<file path="config.mk">
export PLATFORM = sky130hd
export DESIGN_NAME = adaptive_frame_rate_gate_top
export DESIGN_NICKNAME = d
export VERILOG_FILES = /design/src/rtl/afrg_pkg.sv /design/src/rtl/afrg_ctrl.sv /design/src/rtl/afrg_datapath.sv /design/src/rtl/adaptive_frame_rate_gate_top.sv
export SDC_FILE = /design/constraint.sdc
export NUM_CORES = 1
export LEC_CHECK = 0
export BUFFER_PORTS_ARGS = -buffer_cell sky130_fd_sc_hd__buf_2
export CAP_MARGIN = 15
export CORE_MARGIN = 5
export CORE_UTILIZATION = 35
export DETAILED_ROUTE_END_ITERATION = 6
export HOLD_SLACK_MARGIN = 0.02
export PLACE_DENSITY = 0.58
export SETUP_SLACK_MARGIN = 0.15
export SYNTH_ARGS = -nofsm -noshare
export SYNTH_HDL_FRONTEND = slang
export SYNTH_SLANG_ARGS = --single-unit
export TNS_END_PERCENT = 100
</file>
<file path="constraint.sdc">
create_clock -name clock -period 13.9 [get_ports clock]
set_input_delay 3.475 -clock clock [delete_from_list [all_inputs] [get_ports clock]]
set_output_delay 3.475 -clock clock [all_outputs]
set_load 0.1 [all_outputs]
</file>
<file path="src/rtl/afrg_pkg.sv">
`timescale 1ns / 1ps
// ----------------------------------------------------------------------------
// Adaptive frame rate gate package
// Shared widths, action and verdict codes, reset values and the
// controller-to-datapath command and status types.
// ----------------------------------------------------------------------------
package afrg_pkg;

   localparam int FPS_WIDTH     = 7;
   localparam int SPACING_WIDTH = 10;
   localparam int COUNT_WIDTH   = 32;
   localparam int ACTION_WIDTH  = 3;
   localparam int VERDICT_WIDTH = 2;

   localparam logic [ACTION_WIDTH-1:0] ACT_FRAME   = 3'd0;
   localparam logic [ACTION_WIDTH-1:0] ACT_VERDICT = 3'd1;
   localparam logic [ACTION_WIDTH-1:0] ACT_PAUSE   = 3'd2;
   localparam logic [ACTION_WIDTH-1:0] ACT_RESUME  = 3'd3;
   localparam logic [ACTION_WIDTH-1:0] ACT_START   = 3'd4;
   localparam logic [ACTION_WIDTH-1:0] ACT_STOP    = 3'd5;

   localparam logic [VERDICT_WIDTH-1:0] VERDICT_HOLD     = 2'd0;
   localparam logic [VERDICT_WIDTH-1:0] VERDICT_INCREASE = 2'd1;

   localparam logic [FPS_WIDTH-1:0]     MIN_FPS           = 7'd3;
   localparam logic [FPS_WIDTH-1:0]     RESET_TARGET_FPS  = 7'd30;
   localparam logic [SPACING_WIDTH-1:0] RESET_SPACING     = 10'd33;
   localparam logic [SPACING_WIDTH-1:0] DIV_DIVIDEND      = 10'd1000;
   localparam logic [SPACING_WIDTH-1:0] ZERO_RATE_SPACING = 10'd1000;

   localparam int DIV_STEPS     = SPACING_WIDTH;
   localparam int DIV_CNT_WIDTH = $clog2(DIV_STEPS);

   typedef struct packed {
      logic capture;
      logic exec;
      logic div_step;
      logic out_load;
   } ctrl_cmd_type;

   typedef struct packed {
      logic need_div;
      logic div_last;
      logic out_free;
   } ctrl_status_type;

endpackage

</file>
<file path="src/rtl/afrg_ctrl.sv">
`timescale 1ns / 1ps
// ----------------------------------------------------------------------------
// Adaptive frame rate gate controller
// Sequences one item: capture, state update, optional rate division and
// hand-off to the output register.
// ----------------------------------------------------------------------------
module afrg_ctrl (
   input  logic                      clock,
   input  logic                      reset,
   input  logic                      req_valid,
   output logic                      req_stall,
   input  afrg_pkg::ctrl_status_type status,
   output afrg_pkg::ctrl_cmd_type    cmd
);

   typedef enum logic [3:0] {
      ST_IDLE = 4'b0001,
      ST_EXEC = 4'b0010,
      ST_DIV  = 4'b0100,
      ST_RESP = 4'b1000
   } state_type;

   state_type state_ff;
   state_type state_in;

   always_comb begin
      state_in     = state_ff;
      cmd          = '0;
      req_stall    = 1'b1;
      unique case (state_ff)
         ST_IDLE: begin
            req_stall = 1'b0;
            if (req_valid) begin
               cmd.capture = 1'b1;
               state_in    = ST_EXEC;
            end
         end
         ST_EXEC: begin
            cmd.exec = 1'b1;
            state_in = status.need_div ? ST_DIV : ST_RESP;
         end
         ST_DIV: begin
            cmd.div_step = 1'b1;
            if (status.div_last) begin
               state_in = ST_RESP;
            end
         end
         ST_RESP: begin
            if (status.out_free) begin
               cmd.out_load = 1'b1;
               state_in     = ST_IDLE;
            end
         end
         default: begin
            state_in = ST_IDLE;
         end
      endcase
   end

   always_ff @(posedge clock) begin
      if (reset) begin
         state_ff <= ST_IDLE;
      end else begin
         state_ff <= state_in;
      end
   end

endmodule

</file>
<file path="src/rtl/afrg_datapath.sv">
`timescale 1ns / 1ps
// ----------------------------------------------------------------------------
// Adaptive frame rate gate datapath
// Holds the gate state, the rate register, a restoring divider for the
// frame spacing and the output register.
// ----------------------------------------------------------------------------
module afrg_datapath #(
   parameter int TIME_WIDTH = 48
) (
   input  logic                                 clock,
   input  logic                                 reset,
   input  afrg_pkg::ctrl_cmd_type               cmd,
   output afrg_pkg::ctrl_status_type            status,
   input  logic                                 csr_wr_en,
   input  logic [afrg_pkg::FPS_WIDTH-1:0]       csr_wr_data,
   input  logic [afrg_pkg::ACTION_WIDTH-1:0]    req_action,
   input  logic [TIME_WIDTH-1:0]                req_now_ms,
   input  logic [afrg_pkg::VERDICT_WIDTH-1:0]   req_verdict,
   input  logic                                 rsp_stall,
   output logic                                 rsp_valid,
   output logic                                 rsp_pass_frame,
   output logic                                 rsp_dropped_paused,
   output logic [TIME_WIDTH-1:0]                rsp_elapsed_ms,
   output logic [afrg_pkg::COUNT_WIDTH-1:0]     rsp_frames_accepted,
   output logic [afrg_pkg::FPS_WIDTH-1:0]       rsp_current_fps,
   output logic [afrg_pkg::SPACING_WIDTH-1:0]   rsp_interval_ms
);

   localparam int FW = afrg_pkg::FPS_WIDTH;
   localparam int SW = afrg_pkg::SPACING_WIDTH;
   localparam int CW = afrg_pkg::COUNT_WIDTH;

   logic [afrg_pkg::ACTION_WIDTH-1:0]  act_ff;
   logic [TIME_WIDTH-1:0]              now_ff;
   logic [afrg_pkg::VERDICT_WIDTH-1:0] verdict_ff;

   logic [FW-1:0]         target_ff,  target_in;
   logic [FW-1:0]         fps_ff,     fps_in;
   logic [SW-1:0]         spacing_ff, spacing_in;
   logic [TIME_WIDTH-1:0] start_ff,   start_in;
   logic                  start_valid_ff, start_valid_in;
   logic [TIME_WIDTH-1:0] last_ff,    last_in;
   logic                  last_valid_ff, last_valid_in;
   logic [TIME_WIDTH-1:0] pending_ff, pending_in;
   logic [CW-1:0]         count_ff,   count_in;
   logic                  paused_ff,  paused_in;

   logic                  pass_ff,    pass_in;
   logic                  dropped_ff, dropped_in;
   logic [TIME_WIDTH-1:0] elapsed_ff, elapsed_in;

   logic [FW-1:0]                      rem_ff, rem_in;
   logic [SW-1:0]                      dsr_ff, dsr_in;
   logic [SW-1:0]                      quo_ff, quo_in;
   logic [afrg_pkg::DIV_CNT_WIDTH-1:0] cnt_ff, cnt_in;
   logic [FW:0]                        div_shift;
   logic                               div_ge;

   logic                  rsp_valid_ff, rsp_valid_in;
   logic [TIME_WIDTH-1:0] frame_diff;
   logic                  frame_push;
   logic                  need_div;

   assign frame_diff = now_ff - last_ff;
   assign frame_push = !start_valid_ff || !last_valid_ff ||
                       ((now_ff >= last_ff) &&
                        (frame_diff >= {{(TIME_WIDTH-SW){1'b0}}, spacing_ff}));

   always_comb begin
      need_div = 1'b0;
      if (act_ff == afrg_pkg::ACT_START) begin
         need_div = 1'b1;
      end else if (act_ff == afrg_pkg::ACT_VERDICT) begin
         if (verdict_ff == afrg_pkg::VERDICT_INCREASE) begin
            need_div = fps_ff < target_ff;
         end else begin
            need_div = verdict_ff != afrg_pkg::VERDICT_HOLD;
         end
      end
   end

   assign div_shift = {rem_ff, dsr_ff[SW-1]};
   assign div_ge    = div_shift >= {1'b0, fps_ff};

   assign status.need_div = need_div;
   assign status.div_last = cnt_ff == afrg_pkg::DIV_CNT_WIDTH'(afrg_pkg::DIV_STEPS - 1);
   assign status.out_free = !rsp_valid_ff || !rsp_stall;

   always_comb begin
      target_in      = target_ff;
      fps_in         = fps_ff;
      spacing_in     = spacing_ff;
      start_in       = start_ff;
      start_valid_in = start_valid_ff;
      last_in        = last_ff;
      last_valid_in  = last_valid_ff;
      pending_in     = pending_ff;
      count_in       = count_ff;
      paused_in      = paused_ff;
      pass_in        = pass_ff;
      dropped_in     = dropped_ff;
      elapsed_in     = elapsed_ff;
      rem_in         = rem_ff;
      dsr_in         = dsr_ff;
      quo_in         = quo_ff;
      cnt_in         = cnt_ff;

      if (csr_wr_en) begin
         target_in = csr_wr_data;
      end

      if (cmd.exec) begin
         pass_in    = 1'b0;
         dropped_in = 1'b0;
         elapsed_in = '0;
         rem_in     = '0;
         dsr_in     = afrg_pkg::DIV_DIVIDEND;
         quo_in     = '0;
         cnt_in     = '0;
         unique case (act_ff)
            afrg_pkg::ACT_FRAME: begin
               if (paused_ff) begin
                  dropped_in = 1'b1;
               end else begin
                  if (!start_valid_ff) begin
                     start_in       = now_ff;
                     start_valid_in = 1'b1;
                  end
                  if (!last_valid_ff) begin
                     last_in       = now_ff;
                     last_valid_in = 1'b1;
                  end
                  if (frame_push) begin
                     pass_in    = 1'b1;
                     pending_in = now_ff;
                     if (start_valid_ff && (now_ff >= start_ff)) begin
                        elapsed_in = now_ff - start_ff;
                     end
                  end
               end
            end
            afrg_pkg::ACT_VERDICT: begin
               if ((verdict_ff == afrg_pkg::VERDICT_HOLD) ||
                   (verdict_ff == afrg_pkg::VERDICT_INCREASE)) begin
                  count_in      = CW'(count_ff + 1'b1);
                  last_in       = pending_ff;
                  last_valid_in = 1'b1;
                  if (need_div) begin
                     fps_in = FW'(fps_ff + 1'b1);
                  end
               end else begin
                  fps_in = (fps_ff <= afrg_pkg::MIN_FPS) ? afrg_pkg::MIN_FPS
                                                         : FW'(fps_ff - 1'b1);
               end
            end
            afrg_pkg::ACT_PAUSE: begin
               paused_in = 1'b1;
            end
            afrg_pkg::ACT_RESUME: begin
               paused_in = 1'b0;
            end
            afrg_pkg::ACT_START: begin
               fps_in = target_ff;
            end
            afrg_pkg::ACT_STOP: begin
               start_valid_in = 1'b0;
               last_valid_in  = 1'b0;
               count_in       = '0;
            end
            default: begin
            end
         endcase
      end

      if (cmd.div_step) begin
         rem_in = div_ge ? FW'(div_shift - {1'b0, fps_ff}) : div_shift[FW-1:0];
         quo_in = {quo_ff[SW-2:0], div_ge};
         dsr_in = {dsr_ff[SW-2:0], 1'b0};
         cnt_in = afrg_pkg::DIV_CNT_WIDTH'(cnt_ff + 1'b1);
         if (status.div_last) begin
            spacing_in = (fps_ff == '0) ? afrg_pkg::ZERO_RATE_SPACING
                                        : {quo_ff[SW-2:0], div_ge};
         end
      end
   end

   always_comb begin
      rsp_valid_in = rsp_valid_ff;
      if (cmd.out_load) begin
         rsp_valid_in = 1'b1;
      end else if (!rsp_stall) begin
         rsp_valid_in = 1'b0;
      end
   end

   always_ff @(posedge clock) begin
      if (reset) begin
         target_ff      <= afrg_pkg::RESET_TARGET_FPS;
         fps_ff         <= afrg_pkg::RESET_TARGET_FPS;
         spacing_ff     <= afrg_pkg::RESET_SPACING;
         start_ff       <= '0;
         start_valid_ff <= 1'b0;
         last_ff        <= '0;
         last_valid_ff  <= 1'b0;
         pending_ff     <= '0;
         count_ff       <= '0;
         paused_ff      <= 1'b0;
         cnt_ff         <= '0;
         rsp_valid_ff   <= 1'b0;
      end else begin
         target_ff      <= target_in;
         fps_ff         <= fps_in;
         spacing_ff     <= spacing_in;
         start_ff       <= start_in;
         start_valid_ff <= start_valid_in;
         last_ff        <= last_in;
         last_valid_ff  <= last_valid_in;
         pending_ff     <= pending_in;
         count_ff       <= count_in;
         paused_ff      <= paused_in;
         cnt_ff         <= cnt_in;
         rsp_valid_ff   <= rsp_valid_in;
      end
   end

   always_ff @(posedge clock) begin
      pass_ff    <= pass_in;
      dropped_ff <= dropped_in;
      elapsed_ff <= elapsed_in;
      rem_ff     <= rem_in;
      dsr_ff     <= dsr_in;
      quo_ff     <= quo_in;
      if (cmd.capture) begin
         act_ff     <= req_action;
         now_ff     <= req_now_ms;
         verdict_ff <= req_verdict;
      end
      if (cmd.out_load) begin
         rsp_pass_frame      <= pass_ff;
         rsp_dropped_paused  <= dropped_ff;
         rsp_elapsed_ms      <= elapsed_ff;
         rsp_frames_accepted <= count_ff;
         rsp_current_fps     <= fps_ff;
         rsp_interval_ms     <= spacing_ff;
      end
   end

   assign rsp_valid = rsp_valid_ff;

endmodule

</file>
<file path="src/rtl/adaptive_frame_rate_gate_top.sv">
`timescale 1ns / 1ps
// ----------------------------------------------------------------------------
// Adaptive frame rate gate
// Passes video frames at an adaptive rate steered by encoder verdicts.
//
//   Channel  Direction  Handshake                 Payload
//   req      in         req_valid / req_stall     action, now_ms, verdict
//   rsp      out        rsp_valid / rsp_stall     pass, drop, elapsed, count,
//                                                 fps, interval
//   csr      in         csr_wr_en                 target_fps
//
// An item passes the exec and response states, and the divide state as well
// when it is a start, a verdict other than hold or increase, or an increase
// below the target; the frame spacing then comes from a restoring divider
// that produces one quotient bit per cycle. Only one item is in flight; the
// next is taken once the current result has moved into the output register,
// which may still wait on rsp_stall. Synchronous reset sets a 30 fps target.
// ----------------------------------------------------------------------------
module adaptive_frame_rate_gate_top #(
   parameter int TIME_WIDTH = 48
) (
   input  logic                                clock,
   input  logic                                reset,
   input  logic                                csr_wr_en,
   input  logic [afrg_pkg::FPS_WIDTH-1:0]      csr_wr_data,
   input  logic                                req_valid,
   output logic                                req_stall,
   input  logic [afrg_pkg::ACTION_WIDTH-1:0]   req_action,
   input  logic [TIME_WIDTH-1:0]               req_now_ms,
   input  logic [afrg_pkg::VERDICT_WIDTH-1:0]  req_verdict,
   output logic                                rsp_valid,
   input  logic                                rsp_stall,
   output logic                                rsp_pass_frame,
   output logic                                rsp_dropped_paused,
   output logic [TIME_WIDTH-1:0]               rsp_elapsed_ms,
   output logic [afrg_pkg::COUNT_WIDTH-1:0]    rsp_frames_accepted,
   output logic [afrg_pkg::FPS_WIDTH-1:0]      rsp_current_fps,
   output logic [afrg_pkg::SPACING_WIDTH-1:0]  rsp_interval_ms
);

   afrg_pkg::ctrl_cmd_type    cmd;
   afrg_pkg::ctrl_status_type status;

   afrg_ctrl u_ctrl (
      .clock     (clock),
      .reset     (reset),
      .req_valid (req_valid),
      .req_stall (req_stall),
      .status    (status),
      .cmd       (cmd)
   );

   afrg_datapath #(
      .TIME_WIDTH (TIME_WIDTH)
   ) u_datapath (
      .clock               (clock),
      .reset               (reset),
      .cmd                 (cmd),
      .status              (status),
      .csr_wr_en           (csr_wr_en),
      .csr_wr_data         (csr_wr_data),
      .req_action          (req_action),
      .req_now_ms          (req_now_ms),
      .req_verdict         (req_verdict),
      .rsp_stall           (rsp_stall),
      .rsp_valid           (rsp_valid),
      .rsp_pass_frame      (rsp_pass_frame),
      .rsp_dropped_paused  (rsp_dropped_paused),
      .rsp_elapsed_ms      (rsp_elapsed_ms),
      .rsp_frames_accepted (rsp_frames_accepted),
      .rsp_current_fps     (rsp_current_fps),
      .rsp_interval_ms     (rsp_interval_ms)
   );

   a_one_in_flight: assert property (@(posedge clock) disable iff (reset)
      (req_valid && !req_stall) |=> req_stall)
      else $error("A second item was taken while one is in flight.");

   a_pass_or_drop: assert property (@(posedge clock) disable iff (reset)
      rsp_valid |-> !(rsp_pass_frame && rsp_dropped_paused))
      else $error("A frame is reported both passed and dropped.");

   a_interval_range: assert property (@(posedge clock) disable iff (reset)
      rsp_valid |-> ((rsp_interval_ms != '0) &&
                     (rsp_interval_ms <= afrg_pkg::ZERO_RATE_SPACING)))
      else $error("The reported interval is out of range.");

endmodule

</file>
==> results of run 1 <==
layer usage:
metal	global-route usage	wire length [um]	vias up
met3	0.0289	2920	105
met4	0.0527	1810	0
met1	0.232	28600	8407
li1	-	-	8798
met5	0	0	-
met2	0.261	26900	431
logic make-up (layout without fill, tap and decap cells):
family,after synthesis,in the layout,synth area share
compound gates,543,543,0.158
xor+xnor,89,89,0.0345
fa+ha+maj,128,128,0.0719
buf+inv,279,427,0.0477
flops,437,437,0.487
mux,57,57,0.0259
other cells,0,1,0
simple gates,867,867,0.175
state kept, by name (all words and copies together) (netlist names), 32 cells and up:
| register | cells |
|---|---|
| u_datapath.last_ff | 48 |
| u_datapath.now_ff | 48 |
| u_datapath.rsp_frames_accepted | 32 |
| u_datapath.elapsed_ff | 48 |
| u_datapath.pending_ff | 48 |
| u_datapath.start_ff | 48 |
| u_datapath.count_ff | 32 |
| u_datapath.rsp_elapsed_ms | 48 |
where the power goes:
part	total, mW	switching, mW	internal, mW
Combinational	0.626	0.400	0.226
Sequential	1.47	0.0624	1.41
Clock	1.28	0.531	0.749
placed cells by master, fill, tap and decap left out, types with 8 or more instances in the layout:
master and count:
a21o_1 63, nand4_1 43, nor2b_1 23, nand2_1 407, nor2_1 172, o21a_1 19
xnor2_1 46, nor4_1 41, nor3_1 22, a311oi_1 47, buf_2 164, o21ai_0 77
a21oi_1 177, o31ai_1 11, nand2b_1 18, clkbuf_1 13, o21bai_1 8, o211ai_1 24
nand3_1 37, and3_1 25, inv_1 154, and2_1 25, buf_4 14, mux2i_1 54
or3_1 13, ha_1 125, edfxtp_1 225, clkbuf_16 49, o31a_1 8, dfxtp_1 212
xor2_1 43, a211oi_1 17, a31oi_1 11
how the worst max path moves through the flow:
stage                                     from                       endpoint  slack, ps  depth (start not counted)
after global placement                   reset        u_datapath.count_ff[24]       7660                          5
final                     u_datapath.now_ff[4]       u_datapath.elapsed_ff[5]       7980                         20
after floorplan                      rsp_stall  u_datapath.rsp_current_fps[0]       5040                          1
after global routing      u_datapath.now_ff[4]      u_datapath.pending_ff[26]       7490                         20
after detailed placement                 reset        u_datapath.count_ff[10]       7570                          5
after CTS                 u_datapath.now_ff[4]       u_datapath.elapsed_ff[5]       7890                         19
final cells by class:
type	instances	share of cell area
Inverter	157	0.0228
Clock inverter	19	0.00900
Antenna cell	1	0.0000968
Timing Repair Buffer	182	0.0387
Tap cell	855	0.0414
Sequential cell	437	0.426
Clock buffer	69	0.0531
Multi-Input combinational cell	1684	0.409
==> impl_metrics.py, run 1 <==
metrics = {
    "sta": {
        "setup_viol": 0,
        "setup_tns_ps": 0,
        "post-route-period-util": 0.426,
        "whs_ps": 413,
        "final_hold_viol_count": 0,
        "skew_ps": 28.4,
        "max-slew-margin-rel": 0.250,
        "drv_slew": 0,
        "rsz0062_at_grt": "false",
        "setup_ws_ps": 7980,
        "layout_min_cycle_time_ps": 5920,
        "max_freq_mhz": 169,
        "worst_pin_slew_ps": 1130,
    },
    "detailed_routing": {
        "wl_per_cell_um": 17.7,
        "postRouteAntennaNets": 0,
        "routed_via_density": 5.21,
        "num_vias": 17700,
        "drtIter0Drc": 1229,
        "drtPass1Iterations": 6,
        "drcViolationCount": 0,
        "finalWirelength_um": 60200,
    },
    "global_route": {
        "grt.overflow.total": 0,
        "grt_usage": 0.165,
        "grt_pass1_wl_um": 95200,
        "grt_max_degree": 97,
        "grt_pass1_vias": 16900,
        "antenna_found_initial": 1,
    },
    "critical_path": {
        "cp.required_ps": 14250,
        "worstPathMaxFanout": 30,
        "end_kind": "flip-flop",
        "path_delay_family": "simple AND/OR/NAND/NOR gates",
        "reg2regPathDepth": 20,
        "reg2reg_to": "u_datapath.elapsed_ff[5]",
        "crit_arrival_ps": 6270,
        "reg2reg_slack_ps": 7980,
        "crit_type": "reg -> reg",
        "max_stage_delay_ps": 560,
        "start_kind": "flip-flop",
        "slowest_stage": "a2111oi_0",
        "r2r_start": "u_datapath.now_ff[4]",
        "crit_chain": "ha_1 > a21o_1 > or3_1 > o21ai_4 > o21ai_0 > xor2_1 > ha_1 > a2111oi_0 > o211ai_1 > a2111oi_0 > o2111ai_1 > nor4bb_1 > nand4_1 > nor4b_1 > nand4_1 > nor4b_4 > buf_4 > nor3_2 > buf_6 > and3b_1",
        "cp_num_buf_inv": 2,
    },
    "worst_hold_path": {
        "worstHoldPathCells": 0,
        "min_to": "u_datapath.rsp_elapsed_ms[10]",
        "worstHoldPathType": "reg -> reg",
        "min-delay-start": "u_datapath.elapsed_ff[10]",
    },
    "cts": {
        "cts_buffers": 47,
        "cts_max_path_buffers": 3,
        "ctsHtreeMaxLevel": 2,
        "clk_pin_slew_ps": 60,
        "holdBufCountCts": 0,
        "root_buffer": "clkbuf_16",
        "cts_tree": "yes",
        "clk_latency_ps": 610,
        "cts.sinks": 437,
        "postCtsResizedCells": 0,
        "post_cts_buffers": 0,
    },
    "synth": {
        "synth-edff-count": 225,
        "yosysWarnings": 0,
        "synth_top_flop_cell": "edfxtp_1",
        "yosysUniqueCellTypes": 75,
        "synthTopCellsByArea": "edfxtp_1 (30%), dfxtp_1 (19%), ha_1 (6.9%)",
        "yosys.area.top_type": "edfxtp_1",
        "syn_area_sq_mm": 0.0226,
        "avgSynthCellArea_sq_um": 9.42,
        "async_flop_share": 0,
        "yosysMostFrequentCell": "nand2_1",
        "syn_inst": 2400,
        "synth_nets": 2593,
        "yosysSeqAreaShare": 0.487,
        "synthTopCellsByCount": "nand2_1 (407), edfxtp_1 (225), dfxtp_1 (212), a21oi_1 (178), nor2_1 (175)",
        "ys_ff_latch": 437,
        "synth_top_area_share": 0.299,
    },
    "die": {
        "io_pins": 166,
        "start_util": 0.352,
        "die_w_um": 264,
        "die_h_um": 264,
        "rows": 93,
        "dieArea_sq_mm": 0.0698,
        "core_sq_mm": 0.0642,
    },
    "power_and_ir_drop": {
        "total_power_mw": 3.38,
        "power.density_mw_per_mm2": 131,
        "ir_drop_mv": 0.0861,
        "p_leak_nw": 9.26,
    },
    "placement": {
        "dp_hpwl_um": 44300,
        "place_area_sq_mm": 0.0242,
        "pre_cts_slack_ps": 7570,
        "dp.cells": 3311,
        "place_congestion": 0.901,
        "io_buffers": 165,
    },
    "layout": {
        "syn2layout_area_growth_pct": 14.4,
        "final_nets": 2702,
        "utilization": 0.402,
        "stdcell_count": 3404,
        "design_area_sq_mm": 0.0258,
        "drive_above_1_share": 0.113,
        "regArea_sq_mm": 0.0110,
        "n_fill_cell": 6398,
        "multi_input_area_sq_mm": 0.0106,
    },
    "run": {
        "maxCapViolCount": 0,
    },
    "status": {
        "outcome": "finished clean",
    },
}
Note: power is estimated with default switching activity, not from simulation.
==> inputs of run 2 (changes only) <==
ABC_AREA = 1   (was not set)
PLACE_DENSITY = 0.6   (was 0.58)
clock period = 5.36 ns   (was 13.9 ns; I/O delays follow)
==> run 2 against run 1 <==
Net effect:
- synthesized area grew 7.6%
- utilization shrank 0.12 points
- sequential cell count unchanged
- power grew 130%
- combinational power up 84%
- clock power is 140% higher
- critical path type unchanged
==> impl_metrics.py, run 2 <==
metrics = {
    "critical_path": {
        "start_kind": "flip-flop",
        "crit_type": "reg -> reg",
        "worstPathMaxFanout": 45,
        "crit_arrival_ps": 4970,
        "end_kind": "flip-flop",
        "cp.required_ps": 5750,
    },
    "layout": {
        "final_nets": 3516,
        "layout.cells.most_common_list": "nand2_1 (684), inv_1 (545), a21oi_1 (317)",
        "regArea_sq_mm": 0.0110,
        "n_fill_cell": 7158,
        "multi_input_area_sq_mm": 0.0109,
        "syn2layout_area_growth_pct": 13.3,
        "drive_above_1_share": 0.0893,
        "layout_commonest_cell": "nand2_1",
    },
    "sta": {
        "rsz0062_at_grt": "false",
        "final_hold_viol_count": 0,
        "setup_tns_ps": 0,
        "layout_min_cycle_time_ps": 4580,
        "post-route-period-util": 0.855,
        "max_freq_mhz": 218,
        "setup_ws_ps": 777,
        "drv_slew": 0,
        "setup_viol": 0,
        "worst_pin_slew_ps": 1010,
        "max-slew-margin-rel": 0.328,
        "skew_ps": 24.5,
    },
    "power_and_ir_drop": {
        "p_leak_nw": 11.5,
        "ir_drop_mv": 0.217,
        "combPwrFrac": 0.147,
        "total_power_mw": 7.86,
        "power.density_mw_per_mm2": 285,
        "p_clk_frac": 0.387,
        "p_sw_mw": 2.20,
        "internal_power_mw": 5.66,
        "seqPwrFrac": 0.466,
        "p_sw_frac": 0.280,
    },
    "detailed_routing": {
        "drtIter0Drc": 1430,
        "drtPass1Iterations": 5,
        "num_vias": 20700,
        "routed_via_density": 4.84,
        "postRouteAntennaNets": 0,
        "finalWirelength_um": 65600,
        "drcViolationCount": 0,
        "wl_per_cell_um": 15.3,
    },
    "placement": {
        "place_congestion": 0.939,
        "io_buffers": 165,
        "dp_hpwl_um": 49900,
        "pre_cts_slack_ps": 758,
    },
    "synth": {
        "syn_area_sq_mm": 0.0243,
        "avgSynthCellArea_sq_um": 7.65,
        "synth_nets": 3372,
        "ys_ff_latch": 437,
        "yosysWarnings": 0,
        "yosys.area.top_type": "edfxtp_1",
        "syn_inst": 3179,
        "synth_top_flop_cell": "edfxtp_1",
        "yosysMostFrequentCell": "nand2_1",
        "synth_top_area_share": 0.278,
        "yosysUniqueCellTypes": 53,
        "synthTopCellsByCount": "nand2_1 (685), inv_1 (546), a21oi_1 (317), nor2_1 (312), edfxtp_1 (225)",
        "synthTopCellsByArea": "edfxtp_1 (28%), dfxtp_1 (17%), nand2_1 (11%)",
        "async_flop_share": 0,
        "yosysSeqAreaShare": 0.452,
        "synth-edff-count": 225,
    },
    "die": {
        "die_w_um": 274,
        "core_sq_mm": 0.0687,
        "start_util": 0.354,
        "dieArea_sq_mm": 0.0749,
        "die_h_um": 274,
        "rows": 96,
        "io_pins": 166,
    },
    "global_route": {
        "grt_usage": 0.169,
        "grt.overflow.total": 0,
        "grt_max_degree": 97,
        "grt_pass1_wl_um": 103000,
        "antenna_found_initial": 1,
        "grt_pass1_vias": 19300,
    },
    "run": {
        "maxCapViolCount": 0,
    },
    "cts": {
        "holdBufCountCts": 0,
        "root_buffer": "clkbuf_16",
        "cts.sinks": 437,
        "postCtsResizedCells": 0,
        "cts_buffers": 46,
        "cts_tree": "yes",
        "post_cts_buffers": 0,
        "clk_latency_ps": 600,
        "cts_max_path_buffers": 3,
        "ctsHtreeMaxLevel": 2,
        "clk_pin_slew_ps": 60,
    },
    "status": {
        "outcome": "finished clean",
    },
    "worst_hold_path": {
        "worstHoldPathType": "reg -> reg",
    },
}
-- run 2: cell types whose count changed in the layout (fill, tap and decap cells not counted), sizes merged, moves of 33 or more --
cell and change:
a311oi -46, a21o -55, xnor2 -36, nand2 +285, o21ai +138, a21oi +145, mux2i -54, nand3 +111
inv +397, nor4 -33, nor2 +148
-- run 2: through the flow --
stage / hold WS [ps] / util / cell area (sq um) / instances
global placement: 402 / 0.380 / 26100 / 4206
CTS: 415 / 0.401 / 27600 / 4289
finish: 416 / 0.401 / 27600 / 4290
global route: 421 / 0.401 / 27600 / 4289
floorplan: 400 / - / 24300 / 3179
detailed placement: 405 / 0.380 / 26100 / 4206
-- run 2: cells by family after synthesis --
logic type,after synthesis,synth area share
compound gates,659,0.147
xor+xnor,48,0.0173
fa+ha+maj,128,0.0668
buf+inv,640,0.100
flops,437,0.452
simple gates,1267,0.217
-- run 2: area by class of cell --
| cell class | count | area share |
|---|---|---|
| Inverter | 556 | 0.0758 |
| Sequential cell | 437 | 0.399 |
| Tap cell | 931 | 0.0423 |
| Clock buffer | 63 | 0.0455 |
| Timing Repair Buffer | 180 | 0.0350 |
| Multi-Input combinational cell | 2102 | 0.396 |
| Clock inverter | 20 | 0.00617 |
| Antenna cell | 1 | 0.0000908 |
-- run 2: worst paths after layout --
path	slack [ps]	cells past startpoint	end	from
setup / recovery	780	27	u_datapath.elapsed_ff[27]	u_datapath.now_ff[0]
hold / removal	420	0	u_datapath.rsp_elapsed_ms[20]	u_datapath.elapsed_ff[20]
setup reg to reg	780	27	u_datapath.elapsed_ff[27]	u_datapath.now_ff[0]
hold reg to reg	420	0	u_datapath.rsp_elapsed_ms[20]	u_datapath.elapsed_ff[20]
-- run 2: power groups by stage --
stage          logic (mW)  clock network, mW  registers, mW
2_1_floorplan       0.822                  0           3.71
3_3_place_gp         1.14                  0           3.73
3_5_place_dp         1.14                  0           3.74
4_1_cts              1.15               3.14           3.66
5_1_grt              1.30               3.27           3.67
6_report             1.15               3.04           3.67
-- run 2: worst max-delay path, cell delays in order, from the launching register on --
cell and delay (ps):
edfxtp_1 400, inv_1 130, ha_1 160, inv_1 70, fa_1 420, nand3_1 90, nand3_1 160, nand2_1 100
nand2_1 90, xor2_1 160, ha_1 270, nand2_1 50, nor2_1 120, and2_1 130, nor2_1 40, nand2_1 70
nand2_1 50, nand3_1 90, nor2_1 50, nand3b_1 80, nor2_1 40, nand2_1 80, nor3_2 40, nand2_1 70
nand2_2 100, nand2_4 180, nand3_2 710, a21oi_1 410
-- run 2: routing by layer --
layer  up-vias  track usage  part of all wire
met4         0       0.0515             0.027
met5         -            0                 0
met2       395        0.278              0.46
li1      10700            -                 -
met1      9548        0.234              0.47
met3       110       0.0208             0.041
